--- config.mk ---
export PLATFORM = sky130hd
export DESIGN_NAME = ffca_ram
export DESIGN_NICKNAME = d
export VERILOG_FILES = /design/src/rtl/ffca_ram.sv
export SDC_FILE = /design/constraint.sdc
export NUM_CORES = 2
export LEC_CHECK = 0
export BUFFER_PORTS_ARGS = -buffer_cell sky130_fd_sc_hd__buf_2
export CAP_MARGIN = 20
export CORE_MARGIN = 3
export CORE_UTILIZATION = 30
export CTS_CLUSTER_DIAMETER = 60
export DETAILED_ROUTE_END_ITERATION = 16
export PLACE_DENSITY_LB_ADDON = 0.12
export SLEW_MARGIN = 20
export SYNTH_ARGS = -nofsm -noshare
export SYNTH_HDL_FRONTEND = slang
export SYNTH_MEMORY_MAX_BITS = 65536
export SYNTH_SLANG_ARGS = --single-unit
--- constraint.sdc ---
create_clock -name clk -period 13.1 [get_ports clk]
set_clock_uncertainty 0.2 [all_clocks]
set_input_delay 0.655 -clock clk [delete_from_list [all_inputs] [get_ports clk]]
set_output_delay 0.655 -clock clk [all_outputs]
set_load 0.05 [all_outputs]
--- src/rtl/ffca_ram.sv ---
// ---------------------------------------------------------------------------
// ffca_ram
// Simple dual-port synchronous RAM, one write and one registered read port.
// ---------------------------------------------------------------------------
`default_nettype none

module ffca_ram #(
    parameter int DEPTH = 64,
    parameter int WIDTH = 66
) (
    input  wire logic                     clk,
    input  wire logic                     we,
    input  wire logic [$clog2(DEPTH)-1:0] wa,
    input  wire logic [WIDTH-1:0]         wd,
    input  wire logic [$clog2(DEPTH)-1:0] ra,
    output logic      [WIDTH-1:0]         rd
);

    logic [WIDTH-1:0] mem [DEPTH];

    // Write port.
    always_ff @(posedge clk)
    begin
        if (we)
        begin
            mem[wa] <= wd;
        end
    end

    // Registered read port; returns old data on a same-address write.
    always_ff @(posedge clk)
    begin
        rd <= mem[ra];
    end

endmodule

`default_nettype wire

==> flow_summary.json <==
{
  "power.density_nw_per_um2": 160,
  "clkTransAtPathRegs_ps": 60,
  "period_share": 0.323,
  "ctsResizeCount": 0,
  "whs_path_depth": 1,
  "critPathSlowestCell": "buf_4",
  "synth_cells": 6852,
  "yosys.area.top_type_share": 0.790,
  "reg2reg_from": "mem[15][5]$_DFFE_PP_",
  "wl_per_cell_um": 36.4,
  "fmax_mhz": 237,
  "hpwl_um": 280000,
  "endpoint_kind": "register",
  "synth_top_cell_by_area": "edfxtp_1",
  "cts.sinks": 4290,
  "hold_buffers": 2,
  "ios": 146,
  "tns_ps": 0,
  "critPathKind": "input pin to register",
  "worst_slew_pin_slew_ps": 1130,
  "worstSetupStartpointType": "input pin",
  "synth_xor_area_frac": 0,
  "layout-drive-gt1-share": 0.281,
  "area_delta_synth_final_pct": 16.6,
  "cap_violations": 0,
  "maxSlewHeadroom": 0.244,
  "fp.coreArea_um2": 533000,
  "mostFrequentLayoutCell": "edfxtp_1",
  "worstPathMaxFanout": 92,
  "pre_cts_slack_ps": 7660,
  "worstPathArrival_ps": 4920,
  "wl_um": 539000,
  "rows": 268,
  "cts.root.buffer_cell": "clkbuf_16",
  "port_buffers": 145,
  "grt_max_degree": 108,
  "fin_nets": 7437,
  "die_area_um2": 544000,
  "cts_setup_buffers": 0,
  "synthMuxAreaShare": 0.148,
  "synth_compound_area_frac": 0.0279,
  "synth_warnings": 0,
  "synth-simple-area-share": 0.0131,
  "synth.cell_area_um2": 160000,
  "grt_overflow_total": 0,
  "hp-class": "input pin to register",
  "routed_via_density": 5.33,
  "ys_ff_latch": 4290,
  "drtAntennaViolNets": 0,
  "critPathRequiredTime_ps": 13800,
  "hold_end": "mem[29][24]$_DFFE_PP_",
  "antenna_found_initial": 65,
  "status": "finished clean",
  "min_from": "wd[24]",
  "start_util": 0.301,
  "ir_drop_uv": 113,
  "drc": 0,
  "synth_top_family_by_area": "multiplexers",
  "reg2reg_to": "rd[5]$_DFF_P_",
  "cts-htree-levels": 5,
  "clk_latency_ps": 1010,
  "drtIter0Drc": 8484,
  "synth-adder-area-share": 0,
  "gp_congestion": 0.717,
  "clk_path_buf_depth": 4,
  "most-common-layout-cells": "4224 x edfxtp_1, 1009 x mux4_2, 488 x clkbuf_16",
  "rsz0062_at_grt": "false",
  "netlist_top_cells_area": "edfxtp_1 79%, mux4_2 14%, o22ai_1 1.2%",
  "timing.final.ws_setup_ps": 8880,
  "yosysUniqueCellTypes": 36,
  "grt_pass1_vias": 81200,
  "synth.avg_cell_area_um2": 23.4,
  "cts_buffers": 476,
  "cellLeakagePower_nw": 57.0,
  "cts_tree": "built",
  "die_h_um": 737,
  "num_vias": 79000,
  "reg2reg_slack_ps": 10810,
  "synth_nets": 6932,
  "setup_viol": 0,
  "fin_crit_ps": 4220,
  "dieWidth_um": 737,
  "cp_cell_sequence": "buf_12 > buf_4 > buf_4 > buf_12 > mux4_2 > nor2b_1 > a211oi_1 > nor3_1 > o22a_1",
  "track_usage": 0.195,
  "drtPass1Iterations": 5,
  "slowest_delay_ps": 840,
  "ys_seq_area_frac": 0.799,
  "grt_pass1_wl_um": 727000,
  "drv_slew": 0,
  "r2r_cells": 4,
  "hold_violations": 0
}
-- registers in the layout (all words and copies together), names as in the netlist --
| signal | cells |
|---|---|
| rd | 66 |
| mem | 4224 |
-- worst max path at each step --
stage	to	start	slack (ps)
after floorplan	mem[48][0]$_DFFE_PP_	wa[3]	6690
after global placement	rd[23]$_DFF_P_	ra[0]	7650
after detailed placement	rd[11]$_DFF_P_	ra[0]	7660
after CTS	rd[28]$_DFF_P_	ra[0]	8790
after global routing	rd[28]$_DFF_P_	ra[0]	8490
final	rd[13]$_DFF_P_	ra[0]	8880
-- worst max-delay path: cells and delay by family --
kind / cells / cell delay (ps)
simple gates: 2 / 240
buf+inv: 4 / 2590
mux: 1 / 600
compound gates: 2 / 500
-- cells in the mapped netlist --
cell type and instances:
a211oi_1 106, a21oi_1 12, a22oi_1 53, a31oi_1 10, and2_1 3, and3_1 7
buf_1 36, buf_2 104, buf_4 49, buf_6 16, clkbuf_1 194, dfxtp_1 66
edfxtp_1 4224, mux2_2 7, mux2i_1 102, mux4_2 1009, nand2_1 27, nand2b_1 11
nand3_1 26, nand3b_1 2, nand4_1 2, nand4b_1 1, nor2_1 120, nor2_2 1
nor2b_1 89, nor3_1 58, nor4_1 56, o211a_1 3, o211ai_1 7, o21ai_0 3
o221ai_1 66, o22a_1 56, o22ai_1 318, or2_2 5, or3_1 2, or3b_2 1
-- metal layers --
metal,GRT usage,share of wire,routed length [um],up-vias
li1,-,-,-,30800
met1,0.282,0.45,242000,45000
met2,0.317,0.48,258000,2520
met3,0.0252,0.053,28800,632
met4,0.0392,0.018,9900,16
met5,0,0.00017,92,-
-- logic make-up after synthesis --
logic type      Yosys count
simple gates            411
buf+inv                 399
flops                  4290
mux                    1118
compound gates          634
-- power by group --
part | switching, W | leakage [nW] | internal, W
logic | 0.000991 | 11.0 | 0.000474
registers | 0.0000802 | 38.6 | 0.0152
clock network | 0.00549 | 7.51 | 0.00777
-- cell type report --
type / instances / area [um^2]
diodes: 39 / 97.6
multi-input cells: 2163 / 31000
repair buffers: 426 / 3590
clock buffers: 663 / 13200
fillers: 49000 / 346000
clock inverters: 225 / 2260
well taps: 7020 / 8780
flip-flops and latches: 4290 / 128000
-- through the flow --
stage          instances  hold slack [ps]  utilization  total power (W)  area, um^2
2_1_floorplan       6852              494            -           0.0163      160000
3_3_place_gp       13900              629        0.321           0.0170      171000
3_5_place_dp       13900              627        0.321           0.0171      171000
4_1_cts            14700             51.0        0.350           0.0304      187000
5_1_grt            14800             2.06        0.351           0.0309      187000
6_report           14800             6.23        0.351           0.0300      187000
No activity file was read; power rests on OpenSTA's default activity.
