==> src/rtl/ffca_pkg.sv <==
// ---------------------------------------------------------------------------
// ffca_pkg
// Types, codes and constants shared by the first-fit allocator modules.
// ---------------------------------------------------------------------------
`default_nettype none

package ffca_pkg;

    // Stored address width: region ends never pass 2^33 plus a header.
    localparam int SW = 34;

    localparam int HDR_BYTES = 32;
    localparam int GRAIN     = 16;
    localparam int MIN_SPLIT = 16;

    localparam int DEF_MAX_FREE_EXTENTS = 64;
    localparam int DEF_MAX_USED_BLOCKS  = 64;
    localparam int DEF_ADDR_BITS        = 32;

    typedef enum logic [1:0] {
        KIND_ALLOC  = 2'd0,
        KIND_FREE   = 2'd1,
        KIND_REGION = 2'd2,
        KIND_SHRINK = 2'd3
    } kind_t;

    typedef enum logic [2:0] {
        ST_OK       = 3'd0,
        ST_ZERO     = 3'd1,
        ST_NOFIT    = 3'd2,
        ST_NOTALLOC = 3'd3,
        ST_FULL     = 3'd4,
        ST_GROW     = 3'd5
    } status_t;

    typedef enum logic [3:0] {
        S_IDLE,
        S_REG1,
        S_REG2,
        S_FSCAN,
        S_VSCAN,
        S_ACOM,
        S_USCAN,
        S_SHRK,
        S_MRG1,
        S_MRG2,
        S_SHIFT,
        S_INSFIN,
        S_DONE
    } seq_state_t;

    // One table entry: header or payload address, and payload bytes.
    typedef struct packed {
        logic [SW-1:0] start;
        logic [31:0]   bytes;
    } ext_t;

    typedef struct packed {
        kind_t       kind;
        logic [31:0] address;
        logic [31:0] request_size;
    } req_t;

    typedef struct packed {
        status_t     status;
        logic [31:0] payload_address;
        logic [31:0] granted_size;
    } res_t;

    // Round a byte count up to the allocation grain.
    function automatic logic [32:0] round_grain(input logic [31:0] v);
        return ({1'b0, v} + 33'(GRAIN - 1)) & ~33'(GRAIN - 1);
    endfunction

endpackage

`default_nettype wire

==> src/rtl/ffca_seq.sv <==
// ---------------------------------------------------------------------------
// ffca_seq
// Operation sequencer: scans, merges and shifts the free and used tables.
// ---------------------------------------------------------------------------
`default_nettype none

module ffca_seq import ffca_pkg::*; #(
    parameter int MAX_FREE_EXTENTS = DEF_MAX_FREE_EXTENTS,
    parameter int MAX_USED_BLOCKS  = DEF_MAX_USED_BLOCKS,
    parameter int ADDR_BITS        = DEF_ADDR_BITS
) (
    input  wire logic                                clk,
    input  wire logic                                rst_n,
    input  wire logic                                start,
    input  wire req_t                                req_in,
    output logic                                     idle,
    output logic                                     res_valid,
    input  wire logic                                res_ready,
    output res_t                                     res,
    output logic [$clog2(MAX_FREE_EXTENTS)-1:0]      f_ra,
    input  wire ext_t                                f_rd,
    output logic                                     f_we,
    output logic [$clog2(MAX_FREE_EXTENTS)-1:0]      f_wa,
    output ext_t                                     f_wd,
    output logic [$clog2(MAX_USED_BLOCKS)-1:0]       u_ra,
    input  wire ext_t                                u_rd,
    output logic                                     u_we,
    output logic [$clog2(MAX_USED_BLOCKS)-1:0]       u_wa,
    output ext_t                                     u_wd
);

    localparam int FW  = $clog2(MAX_FREE_EXTENTS);
    localparam int UW  = $clog2(MAX_USED_BLOCKS);
    localparam int IW  = ((FW > UW) ? FW : UW) + 1;
    localparam int AMW = (ADDR_BITS < 33) ? ADDR_BITS : 33;
    localparam logic [SW-1:0] ADDR_MASK = (SW'(1) << AMW) - SW'(1);
    localparam logic [33:0]   SIZE_MAX  = 34'hFFFF_FFFF;

    seq_state_t state_reg, state_next;

    kind_t                kind_reg, kind_next;
    logic [31:0]          addr_reg, addr_next;
    logic [31:0]          req_reg, req_next;
    logic [32:0]          sz_reg, sz_next;
    logic [SW-1:0]        ins_s_reg, ins_s_next;
    logic [31:0]          ins_b_reg, ins_b_next;
    logic [IW-1:0]        idx_reg, idx_next;
    logic                 chk_vld_reg, chk_vld_next;
    logic [IW-1:0]        chk_idx_reg, chk_idx_next;
    logic                 wv_reg, wv_next;
    logic [IW-1:0]        widx_reg, widx_next;
    logic [IW-1:0]        cnt_reg, cnt_next;
    logic                 up_reg, up_next;
    logic [FW:0]          pos_reg, pos_next;
    ext_t                 prev_reg, prev_next;
    ext_t                 cur_reg, cur_next;
    logic [UW-1:0]        u_reg, u_next;
    logic [31:0]          have_reg, have_next;
    logic                 wp_reg, wp_next;
    logic [31:0]          merged_reg, merged_next;
    logic [SW-1:0]        end_reg, end_next;
    status_t              status_reg, status_next;
    logic [31:0]          paddr_reg, paddr_next;
    logic [31:0]          granted_reg, granted_next;
    logic [FW:0]          count_reg, count_next;
    logic [MAX_USED_BLOCKS-1:0] valid_reg, valid_next;

    logic        acc_zero;
    logic        scan_end;
    logic        f_hit;
    logic        u_hit;
    logic        v_free;
    logic        v_last;
    logic        a_split;
    logic        s_grow;
    logic        s_split;
    logic        r1_zero;
    logic [32:0] r1_base;
    logic [32:0] r1_diff;
    logic [SW-1:0] r2_lim;
    logic [32:0] r2_len;
    logic        r2_zero;
    logic [32:0] r2_pay;
    logic        m1_wp;
    logic [33:0] m1_t;
    logic [33:0] m2_t;
    logic        m2_wn;
    logic        sh_done;

    // Conditions shared by the next-state and datapath blocks.
    always_comb
    begin
        acc_zero = ((req_in.kind == KIND_ALLOC) && (req_in.request_size == '0))
                || ((req_in.kind == KIND_FREE) && (req_in.address == '0))
                || ((req_in.kind == KIND_SHRINK)
                    && ((req_in.address == '0) || (req_in.request_size == '0)));
        scan_end = !chk_vld_reg && (idx_reg != '0);
        if (kind_reg == KIND_ALLOC)
        begin
            f_hit = chk_vld_reg && ({1'b0, f_rd.bytes} >= sz_reg);
        end
        else
        begin
            f_hit = chk_vld_reg && (f_rd.start >= ins_s_reg);
        end
        u_hit   = chk_vld_reg && valid_reg[chk_idx_reg[UW-1:0]]
                  && (u_rd.start == SW'(addr_reg));
        v_free  = !valid_reg[idx_reg[UW-1:0]];
        v_last  = (idx_reg == IW'(MAX_USED_BLOCKS - 1));
        a_split = {2'b00, cur_reg.bytes}
                  >= ({1'b0, sz_reg} + 34'(HDR_BYTES + MIN_SPLIT));
        s_grow  = sz_reg > {1'b0, have_reg};
        s_split = {2'b00, have_reg}
                  >= ({1'b0, sz_reg} + 34'(HDR_BYTES + MIN_SPLIT));

        // Region placement, first step: align the base.
        r1_base = round_grain(addr_reg);
        r1_diff = r1_base - {1'b0, addr_reg};
        r1_zero = (SW'(r1_base) > ADDR_MASK) || ({1'b0, req_reg} <= r1_diff);

        // Region placement, second step: clip at the end of the space.
        r2_lim = ADDR_MASK - ins_s_reg;
        if (SW'(ins_b_reg - 32'd1) > r2_lim)
        begin
            r2_len = 33'(r2_lim + SW'(1));
        end
        else
        begin
            r2_len = {1'b0, ins_b_reg};
        end
        r2_zero = r2_len < 33'(HDR_BYTES + MIN_SPLIT);
        r2_pay  = (r2_len - 33'(HDR_BYTES)) & ~33'(GRAIN - 1);

        // Merge with the extent below, then with the one above.
        m1_t  = {2'b00, prev_reg.bytes} + 34'(HDR_BYTES) + {2'b00, ins_b_reg};
        m1_wp = (pos_reg != '0)
                && ((prev_reg.start + SW'(HDR_BYTES) + SW'(prev_reg.bytes)) == ins_s_reg)
                && (m1_t <= SIZE_MAX);
        m2_t  = {2'b00, merged_reg} + 34'(HDR_BYTES) + {2'b00, cur_reg.bytes};
        m2_wn = (pos_reg < count_reg) && (end_reg == cur_reg.start) && (m2_t <= SIZE_MAX);

        sh_done = (cnt_reg == '0) && !wv_reg;
    end

    // Next state.
    always_comb
    begin
        state_next = state_reg;
        unique case (state_reg)
            S_IDLE:
            begin
                if (start)
                begin
                    if (acc_zero)
                    begin
                        state_next = S_DONE;
                    end
                    else
                    begin
                        unique case (req_in.kind)
                            KIND_ALLOC:              state_next = S_FSCAN;
                            KIND_FREE, KIND_SHRINK:  state_next = S_USCAN;
                            KIND_REGION:             state_next = S_REG1;
                            default:                 state_next = S_IDLE;
                        endcase
                    end
                end
            end
            S_REG1:
            begin
                state_next = r1_zero ? S_DONE : S_REG2;
            end
            S_REG2:
            begin
                state_next = r2_zero ? S_DONE : S_FSCAN;
            end
            S_FSCAN:
            begin
                if (f_hit)
                begin
                    state_next = (kind_reg == KIND_ALLOC) ? S_VSCAN : S_MRG1;
                end
                else if (scan_end)
                begin
                    state_next = (kind_reg == KIND_ALLOC) ? S_DONE : S_MRG1;
                end
            end
            S_VSCAN:
            begin
                if (v_free)
                begin
                    state_next = S_ACOM;
                end
                else if (v_last)
                begin
                    state_next = S_DONE;
                end
            end
            S_ACOM:
            begin
                state_next = a_split ? S_DONE : S_SHIFT;
            end
            S_USCAN:
            begin
                if (u_hit)
                begin
                    state_next = (kind_reg == KIND_FREE) ? S_FSCAN : S_SHRK;
                end
                else if (scan_end)
                begin
                    state_next = S_DONE;
                end
            end
            S_SHRK:
            begin
                state_next = (!s_grow && s_split) ? S_FSCAN : S_DONE;
            end
            S_MRG1:
            begin
                state_next = S_MRG2;
            end
            S_MRG2:
            begin
                if (wp_reg)
                begin
                    state_next = m2_wn ? S_SHIFT : S_INSFIN;
                end
                else if (m2_wn)
                begin
                    state_next = S_INSFIN;
                end
                else if (count_reg >= (FW + 1)'(MAX_FREE_EXTENTS))
                begin
                    state_next = S_DONE;
                end
                else
                begin
                    state_next = S_SHIFT;
                end
            end
            S_SHIFT:
            begin
                if (sh_done)
                begin
                    if (!up_reg && (kind_reg == KIND_ALLOC))
                    begin
                        state_next = S_DONE;
                    end
                    else
                    begin
                        state_next = S_INSFIN;
                    end
                end
            end
            S_INSFIN:
            begin
                state_next = S_DONE;
            end
            S_DONE:
            begin
                if (res_ready)
                begin
                    state_next = S_IDLE;
                end
            end
            default:
            begin
                state_next = S_IDLE;
            end
        endcase
    end

    // Datapath, table writes and outputs.
    always_comb
    begin
        kind_next    = kind_reg;
        addr_next    = addr_reg;
        req_next     = req_reg;
        sz_next      = sz_reg;
        ins_s_next   = ins_s_reg;
        ins_b_next   = ins_b_reg;
        idx_next     = idx_reg;
        chk_vld_next = 1'b0;
        chk_idx_next = idx_reg;
        wv_next      = 1'b0;
        widx_next    = widx_reg;
        cnt_next     = cnt_reg;
        up_next      = up_reg;
        pos_next     = pos_reg;
        prev_next    = prev_reg;
        cur_next     = cur_reg;
        u_next       = u_reg;
        have_next    = have_reg;
        wp_next      = wp_reg;
        merged_next  = merged_reg;
        end_next     = end_reg;
        status_next  = status_reg;
        paddr_next   = paddr_reg;
        granted_next = granted_reg;
        count_next   = count_reg;
        valid_next   = valid_reg;

        f_we = 1'b0;
        f_wa = pos_reg[FW-1:0];
        f_wd = '{start: ins_s_reg, bytes: ins_b_reg};
        u_we = 1'b0;
        u_wa = u_reg;
        u_wd = '{start: SW'(addr_reg), bytes: sz_reg[31:0]};

        unique case (state_reg)
            S_IDLE:
            begin
                if (start)
                begin
                    kind_next    = req_in.kind;
                    addr_next    = req_in.address;
                    req_next     = req_in.request_size;
                    sz_next      = round_grain(req_in.request_size);
                    status_next  = acc_zero ? ST_ZERO : ST_OK;
                    paddr_next   = req_in.address;
                    granted_next = '0;
                    idx_next     = '0;
                end
            end
            S_REG1:
            begin
                ins_s_next = SW'(r1_base);
                ins_b_next = req_reg - r1_diff[31:0];
                if (r1_zero)
                begin
                    status_next = ST_ZERO;
                end
            end
            S_REG2:
            begin
                ins_b_next = r2_pay[31:0];
                idx_next   = '0;
                if (r2_zero)
                begin
                    status_next = ST_ZERO;
                end
            end
            S_FSCAN:
            begin
                idx_next     = idx_reg + 1'b1;
                chk_vld_next = idx_reg < IW'(count_reg);
                if (f_hit)
                begin
                    pos_next     = chk_idx_reg[FW:0];
                    cur_next     = f_rd;
                    idx_next     = '0;
                    chk_vld_next = 1'b0;
                end
                else if (chk_vld_reg)
                begin
                    prev_next = f_rd;
                end
                else if (scan_end)
                begin
                    pos_next     = count_reg;
                    chk_vld_next = 1'b0;
                    if (kind_reg == KIND_ALLOC)
                    begin
                        status_next = ST_NOFIT;
                    end
                end
            end
            S_VSCAN:
            begin
                if (v_free)
                begin
                    u_next = idx_reg[UW-1:0];
                end
                else if (v_last)
                begin
                    status_next = ST_FULL;
                end
                else
                begin
                    idx_next = idx_reg + 1'b1;
                end
            end
            S_ACOM:
            begin
                // Claim the used slot and cut the extent or drop it whole.
                u_we              = 1'b1;
                u_wd.start        = cur_reg.start + SW'(HDR_BYTES);
                u_wd.bytes        = a_split ? sz_reg[31:0] : cur_reg.bytes;
                valid_next[u_reg] = 1'b1;
                paddr_next        = 32'(cur_reg.start + SW'(HDR_BYTES));
                granted_next      = a_split ? sz_reg[31:0] : cur_reg.bytes;
                if (a_split)
                begin
                    f_we       = 1'b1;
                    f_wd.start = cur_reg.start + SW'(HDR_BYTES) + SW'(sz_reg);
                    f_wd.bytes = cur_reg.bytes - sz_reg[31:0] - 32'(HDR_BYTES);
                end
                else
                begin
                    cnt_next = IW'(count_reg - pos_reg - 1'b1);
                    idx_next = IW'(pos_reg) + 1'b1;
                    up_next  = 1'b0;
                end
            end
            S_USCAN:
            begin
                idx_next     = idx_reg + 1'b1;
                chk_vld_next = idx_reg < IW'(MAX_USED_BLOCKS);
                if (u_hit)
                begin
                    u_next       = chk_idx_reg[UW-1:0];
                    have_next    = u_rd.bytes;
                    ins_s_next   = SW'(addr_reg) - SW'(HDR_BYTES);
                    ins_b_next   = u_rd.bytes;
                    idx_next     = '0;
                    chk_vld_next = 1'b0;
                end
                else if (scan_end)
                begin
                    status_next  = ST_NOTALLOC;
                    chk_vld_next = 1'b0;
                end
            end
            S_SHRK:
            begin
                idx_next = '0;
                if (s_grow)
                begin
                    status_next  = ST_GROW;
                    granted_next = have_reg;
                end
                else if (s_split)
                begin
                    ins_s_next = SW'(addr_reg) + SW'(sz_reg);
                    ins_b_next = have_reg - sz_reg[31:0] - 32'(HDR_BYTES);
                end
                else
                begin
                    granted_next = have_reg;
                end
            end
            S_MRG1:
            begin
                wp_next     = m1_wp;
                merged_next = m1_wp ? m1_t[31:0] : ins_b_reg;
                end_next    = ins_s_reg + SW'(HDR_BYTES) + SW'(ins_b_reg);
            end
            S_MRG2:
            begin
                if (wp_reg)
                begin
                    // Grow the extent below; an absorbed upper one is removed.
                    f_we       = 1'b1;
                    f_wa       = FW'(pos_reg - 1'b1);
                    f_wd.start = prev_reg.start;
                    f_wd.bytes = m2_wn ? m2_t[31:0] : merged_reg;
                    if (m2_wn)
                    begin
                        cnt_next = IW'(count_reg - pos_reg - 1'b1);
                        idx_next = IW'(pos_reg) + 1'b1;
                        up_next  = 1'b0;
                    end
                end
                else if (m2_wn)
                begin
                    f_we       = 1'b1;
                    f_wd.bytes = m2_t[31:0];
                end
                else if (count_reg >= (FW + 1)'(MAX_FREE_EXTENTS))
                begin
                    status_next = ST_FULL;
                end
                else
                begin
                    cnt_next = IW'(count_reg - pos_reg);
                    idx_next = IW'(count_reg) - 1'b1;
                    up_next  = 1'b1;
                end
            end
            S_SHIFT:
            begin
                // One entry moves per cycle: read now, write next cycle.
                if (cnt_reg != '0)
                begin
                    wv_next   = 1'b1;
                    cnt_next  = cnt_reg - 1'b1;
                    widx_next = up_reg ? (idx_reg + 1'b1) : (idx_reg - 1'b1);
                    idx_next  = up_reg ? (idx_reg - 1'b1) : (idx_reg + 1'b1);
                end
                if (wv_reg)
                begin
                    f_we = 1'b1;
                    f_wa = widx_reg[FW-1:0];
                    f_wd = f_rd;
                end
                if (sh_done)
                begin
                    if (up_reg)
                    begin
                        f_we       = 1'b1;
                        count_next = count_reg + 1'b1;
                    end
                    else
                    begin
                        count_next = count_reg - 1'b1;
                    end
                end
            end
            S_INSFIN:
            begin
                unique case (kind_reg)
                    KIND_FREE:
                    begin
                        valid_next[u_reg] = 1'b0;
                        granted_next      = have_reg;
                    end
                    KIND_SHRINK:
                    begin
                        u_we         = 1'b1;
                        granted_next = sz_reg[31:0];
                    end
                    KIND_REGION:
                    begin
                        granted_next = ins_b_reg;
                    end
                    default:
                    begin
                        granted_next = granted_reg;
                    end
                endcase
            end
            S_DONE:
            begin
                idx_next = '0;
            end
            default:
            begin
                idx_next = '0;
            end
        endcase
    end

    // Read addresses follow the scan index in every state.
    assign f_ra = idx_reg[FW-1:0];
    assign u_ra = idx_reg[UW-1:0];

    assign idle                = (state_reg == S_IDLE);
    assign res_valid           = (state_reg == S_DONE);
    assign res.status          = status_reg;
    assign res.payload_address = paddr_reg;
    assign res.granted_size    = granted_reg;

    // Control state.
    always_ff @(posedge clk or negedge rst_n)
    begin
        if (!rst_n)
        begin
            state_reg   <= S_IDLE;
            count_reg   <= '0;
            valid_reg   <= '0;
            chk_vld_reg <= 1'b0;
            wv_reg      <= 1'b0;
        end
        else
        begin
            state_reg   <= state_next;
            count_reg   <= count_next;
            valid_reg   <= valid_next;
            chk_vld_reg <= chk_vld_next;
            wv_reg      <= wv_next;
        end
    end

    // Working registers of the current operation.
    always_ff @(posedge clk)
    begin
        kind_reg    <= kind_next;
        addr_reg    <= addr_next;
        req_reg     <= req_next;
        sz_reg      <= sz_next;
        ins_s_reg   <= ins_s_next;
        ins_b_reg   <= ins_b_next;
        idx_reg     <= idx_next;
        chk_idx_reg <= chk_idx_next;
        widx_reg    <= widx_next;
        cnt_reg     <= cnt_next;
        up_reg      <= up_next;
        pos_reg     <= pos_next;
        prev_reg    <= prev_next;
        cur_reg     <= cur_next;
        u_reg       <= u_next;
        have_reg    <= have_next;
        wp_reg      <= wp_next;
        merged_reg  <= merged_next;
        end_reg     <= end_next;
        status_reg  <= status_next;
        paddr_reg   <= paddr_next;
        granted_reg <= granted_next;
    end

endmodule

`default_nettype wire

==> config.mk <==
export PLATFORM = sky130hd
export DESIGN_NAME = ffca_seq
export DESIGN_NICKNAME = d
export VERILOG_FILES = /design/src/rtl/ffca_pkg.sv /design/src/rtl/ffca_seq.sv
export SDC_FILE = /design/constraint.sdc
export NUM_CORES = 2
export LEC_CHECK = 0
export BUFFER_PORTS_ARGS = -buffer_cell sky130_fd_sc_hd__buf_2
export CAP_MARGIN = 20
export CELL_PAD_IN_SITES_DETAIL_PLACEMENT = 1
export CELL_PAD_IN_SITES_GLOBAL_PLACEMENT = 1
export CORE_ASPECT_RATIO = 0.6
export CORE_MARGIN = 5
export CORE_UTILIZATION = 28
export CTS_BUF_LIST = sky130_fd_sc_hd__clkbuf_8
export DETAILED_ROUTE_END_ITERATION = 6
export PLACE_DENSITY_LB_ADDON = 0.1
export SYNTH_ARGS = -nofsm -noshare
export SYNTH_HDL_FRONTEND = slang
export SYNTH_SLANG_ARGS = --single-unit
==> constraint.sdc <==
create_clock -name clk -period 20.6 [get_ports clk]
set_clock_uncertainty 0.15 [all_clocks]
set_input_delay 4.12 -clock clk [delete_from_list [all_inputs] [get_ports clk]]
set_output_delay 4.12 -clock clk [all_outputs]
set_load 0.005 [all_outputs]
==> flow_summary.json <==
{
  "arrival_ns": 7.43,
  "period_share_pct": 56.8,
  "grt_pass1_wl_mm": 446,
  "worst_slew_pin_slew_ns": 1.40,
  "antenna_left": 0,
  "max_freq_mhz": 85.5,
  "nNetsFinal": 7453,
  "synth-seq-cells": 577,
  "crit_type": "flop to primary output",
  "routedWlPerCell_um": 35.9,
  "grt-ovfl-total": 0,
  "wl_met2_mm": 131,
  "synth_area_per_cell_um2": 9.01,
  "crit_required_ns": 16.33,
  "insertion_delay_ns": 0.87,
  "holdCritPathClass": "flop to flop",
  "crit_chain": "inv_1 -> ha_1 -> nor2_1 -> nand3_1 -> nor4_1 -> buf_4 -> nand2_1 -> xnor2_1 -> ha_1 -> nand4_1 -> or3_1 -> o211ai_1 -> and2_1 -> nand2_1 -> buf_4 -> o31a_1 -> o21a_1 -> a21oi_1 -> buf_2",
  "max-vdd-ir-drop_mv": 0.0703,
  "drive_gt1_share_pct": 13.6,
  "fin_crit_ns": 11.70,
  "route.detailed.drc": 11,
  "tritoncts": "done",
  "clock_path_buffers": 3,
  "clock-root-buffer": "clkbuf_8",
  "cp-end-kind": "primary output",
  "initial_utilization_pct": 28.1,
  "syn_area_um2": 55000,
  "vias": 53700,
  "status": "finished with violations",
  "hold_viol_final": 0,
  "dp.cells": 9051,
  "crit_slowest_cell": "edfxtp_1",
  "p_leak_nw": 26.8,
  "clk_pin_slew_worst_paths_ns": 0.08,
  "clkSinkCount": 577,
  "slowest_delay_ns": 0.75,
  "grt_usage_pct": 31.0,
  "cts_max_level": 3,
  "fin_util_pct": 32.1,
  "area_delta_synth_final_pct": 14.5,
  "io_buffers": 428,
  "seq_area_frac_synth_pct": 30.7,
  "power_w": 0.00849,
  "ys_types": 102,
  "cts_setup_buffers": 0,
  "syn-instance-count": 6112,
  "violations": "design-rule violations",
  "grt_max_degree": 70,
  "grt_antenna_before_repair": 63,
  "slew_viol_final": 0,
  "drtIter0Drc": 7010,
  "ys_warn_count": 0,
  "io_pins": 429,
  "synth-edff-count": 493,
  "setup_viol": 0,
  "post_layout_nonfiller_instances": 9262,
  "totalWireLength_mm": 333,
  "maxCapViolCount": 0,
  "firstDrtPassIters": 7,
  "core_um2": 196000,
  "die_area_um2": 206000,
  "die_x_um": 582,
  "rsz0062_at_grt": "no",
  "num_rows": 126,
  "power.density_nw_per_um2": 135,
  "hpwl_mm": 271,
  "routabilityCongestion": 0.963,
  "post_cts_resized": 0,
  "max_slew_margin_pct": 6.41,
  "die_h_um": 353,
  "ys.flop_type": "edfxtp_1",
  "highest_layer": "met5",
  "setup-tns-final_ns": 0,
  "cts_buffers": 107,
  "wl_met3_mm": 35.3,
  "grt_pass1_vias": 51800,
  "syn_nets": 7027,
  "cts_hold_buf": 0,
  "drt-met1-wl_mm": 160,
  "path_max_fanout": 15,
  "async_reset_ff_share_pct": 13.3,
  "via_per_inst": 5.79,
  "startpoint_type": "flop"
}
-- through the flow --
| stage | worst slack (ns) | cell area (µm²) | hold WS, ns |
|---|---|---|---|
| after detailed placement | 9.94 | 60700 | 0.357 |
| final | 8.90 | 63000 | 0.405 |
| after floorplan | 11.25 | 55000 | 0.268 |
| after global placement | 9.97 | 60700 | 0.355 |
| after global routing | 8.73 | 63000 | 0.422 |
| after CTS | 9.00 | 63000 | 0.376 |
-- critical path, delay by kind of cell (launching register included) --
| family | cells | cell delay (ns) |
|---|---|---|
| adder cells (fa/ha/maj) | 2 | 0.62 |
| AND/OR/NAND/NOR | 8 | 2.55 |
| AO/OA/AOI/OAI | 4 | 1.25 |
| XOR/XNOR | 1 | 0.17 |
| buffers and inverters | 4 | 1.21 |
| flip-flops | 1 | 0.75 |
-- synth_stat cells (16+ instances only) --
master,n,area [µm²]
a211oi_1,31,233
a21boi_0,34,255
a21o_1,169,1270
a21oi_1,492,2460
a221o_1,20,200
a221oi_1,19,166
a222oi_1,76,761
a22oi_1,27,203
a31oi_1,79,494
and2_1,24,150
and3_1,65,407
buf_1,18,67.6
buf_2,18,90.1
clkbuf_1,217,815
dfrtp_1,77,1930
edfxtp_1,493,14800
fa_1,21,420
ha_1,692,8660
inv_1,441,1660
mux2_4,28,420
mux2i_1,80,801
mux4_2,32,721
nand2_1,445,1670
nand2b_1,53,332
nand3_1,137,686
nand4_1,91,569
nor2_1,428,1610
nor2b_1,75,469
nor3_1,126,631
nor3b_1,16,120
nor4_1,66,413
o211ai_1,35,263
o21a_1,74,556
o21ai_0,385,1930
o21bai_1,45,338
o221ai_1,48,420
o22ai_1,27,169
o31ai_1,33,248
or2_2,33,206
or3_1,33,206
xnor2_1,367,3210
xor2_1,202,1770
-- layer usage --
metal	track usage (%)	vias up
li1	-	23500
met1	47.5	27500
met2	43.0	2475
met3	8.92	252
met4	4.90	6
met5	0.950	-
-- final cells by class --
type | count | area, µm²
fill | 22900 | 133000
multi-input combinational | 4818 | 35500
sequential | 577 | 16900
timing repair buffer | 589 | 3370
tap | 2624 | 3280
inverter | 445 | 1670
clock buffer | 111 | 1530
clock inverter | 84 | 727
antenna | 14 | 35.0
-- placed cells by master, fill, tap and decap left out, types with 30 or more instances in the layout --
master,n
a21boi_0,34
o31ai_1,33
nor2b_1,74
nand4_1,91
mux2i_1,80
or2_2,33
a21oi_1,489
nand3_1,136
ha_1,692
nand2b_1,53
and3_1,64
a31oi_1,78
nor2_1,416
a211oi_1,30
or3_1,33
o21a_1,74
xor2_1,202
buf_2,427
dfrtp_1,77
nand2_1,441
nor3_1,124
xnor2_1,367
mux4_2,32
nor4_1,66
a21o_1,169
o21ai_0,383
clkbuf_8,111
a222oi_1,76
edfxtp_1,493
inv_1,468
o211ai_1,35
o221ai_1,48
buf_4,159
o21bai_1,45
-- worst paths after layout --
kind | slack (ns) | cells past startpoint | endpoint | startpoint
max | 8.90 | 19 | f_wd[49] | sz_reg[5]$_DFFE_PP_
min | 0.40 | 2 | pos_reg[6]$_DFFE_PP_ | chk_idx_reg[6]$_DFF_P_
max reg2reg | 10.60 | 26 | status_reg[0]$_DFFE_PP_ | addr_reg[0]$_DFFE_PP_
min reg2reg | 0.40 | 2 | pos_reg[6]$_DFFE_PP_ | chk_idx_reg[6]$_DFF_P_
max in group asynchronous | 16.03 | 2 | asynchronous set/reset pin | rst_n
min in group asynchronous | 2.98 | 1 | asynchronous set/reset pin | rst_n
-- report_power, final --
group / internal [W] / switching, W / total [W]
clock: 0.000656 / 0.000619 / 0.00127
combinational: 0.00173 / 0.00348 / 0.00521
sequential: 0.00170 / 0.000314 / 0.00201
total: 0.00408 / 0.00441 / 0.00849
-- cell families (layout without fill, tap and decap cells) --
group / count (synthesis) / count (layout) / synth area share [%]
compound gates: 1715 / 1715 / 20.1
xor+xnor: 570 / 570 / 9.08
fa+ha+maj: 713 / 713 / 16.5
buf+inv: 717 / 1229 / 5.08
flops: 577 / 577 / 30.7
mux: 152 / 152 / 3.77
other cells: 0 / 14 / 0
simple gates: 1668 / 1668 / 14.8
Power figures use the tool's default switching activity.
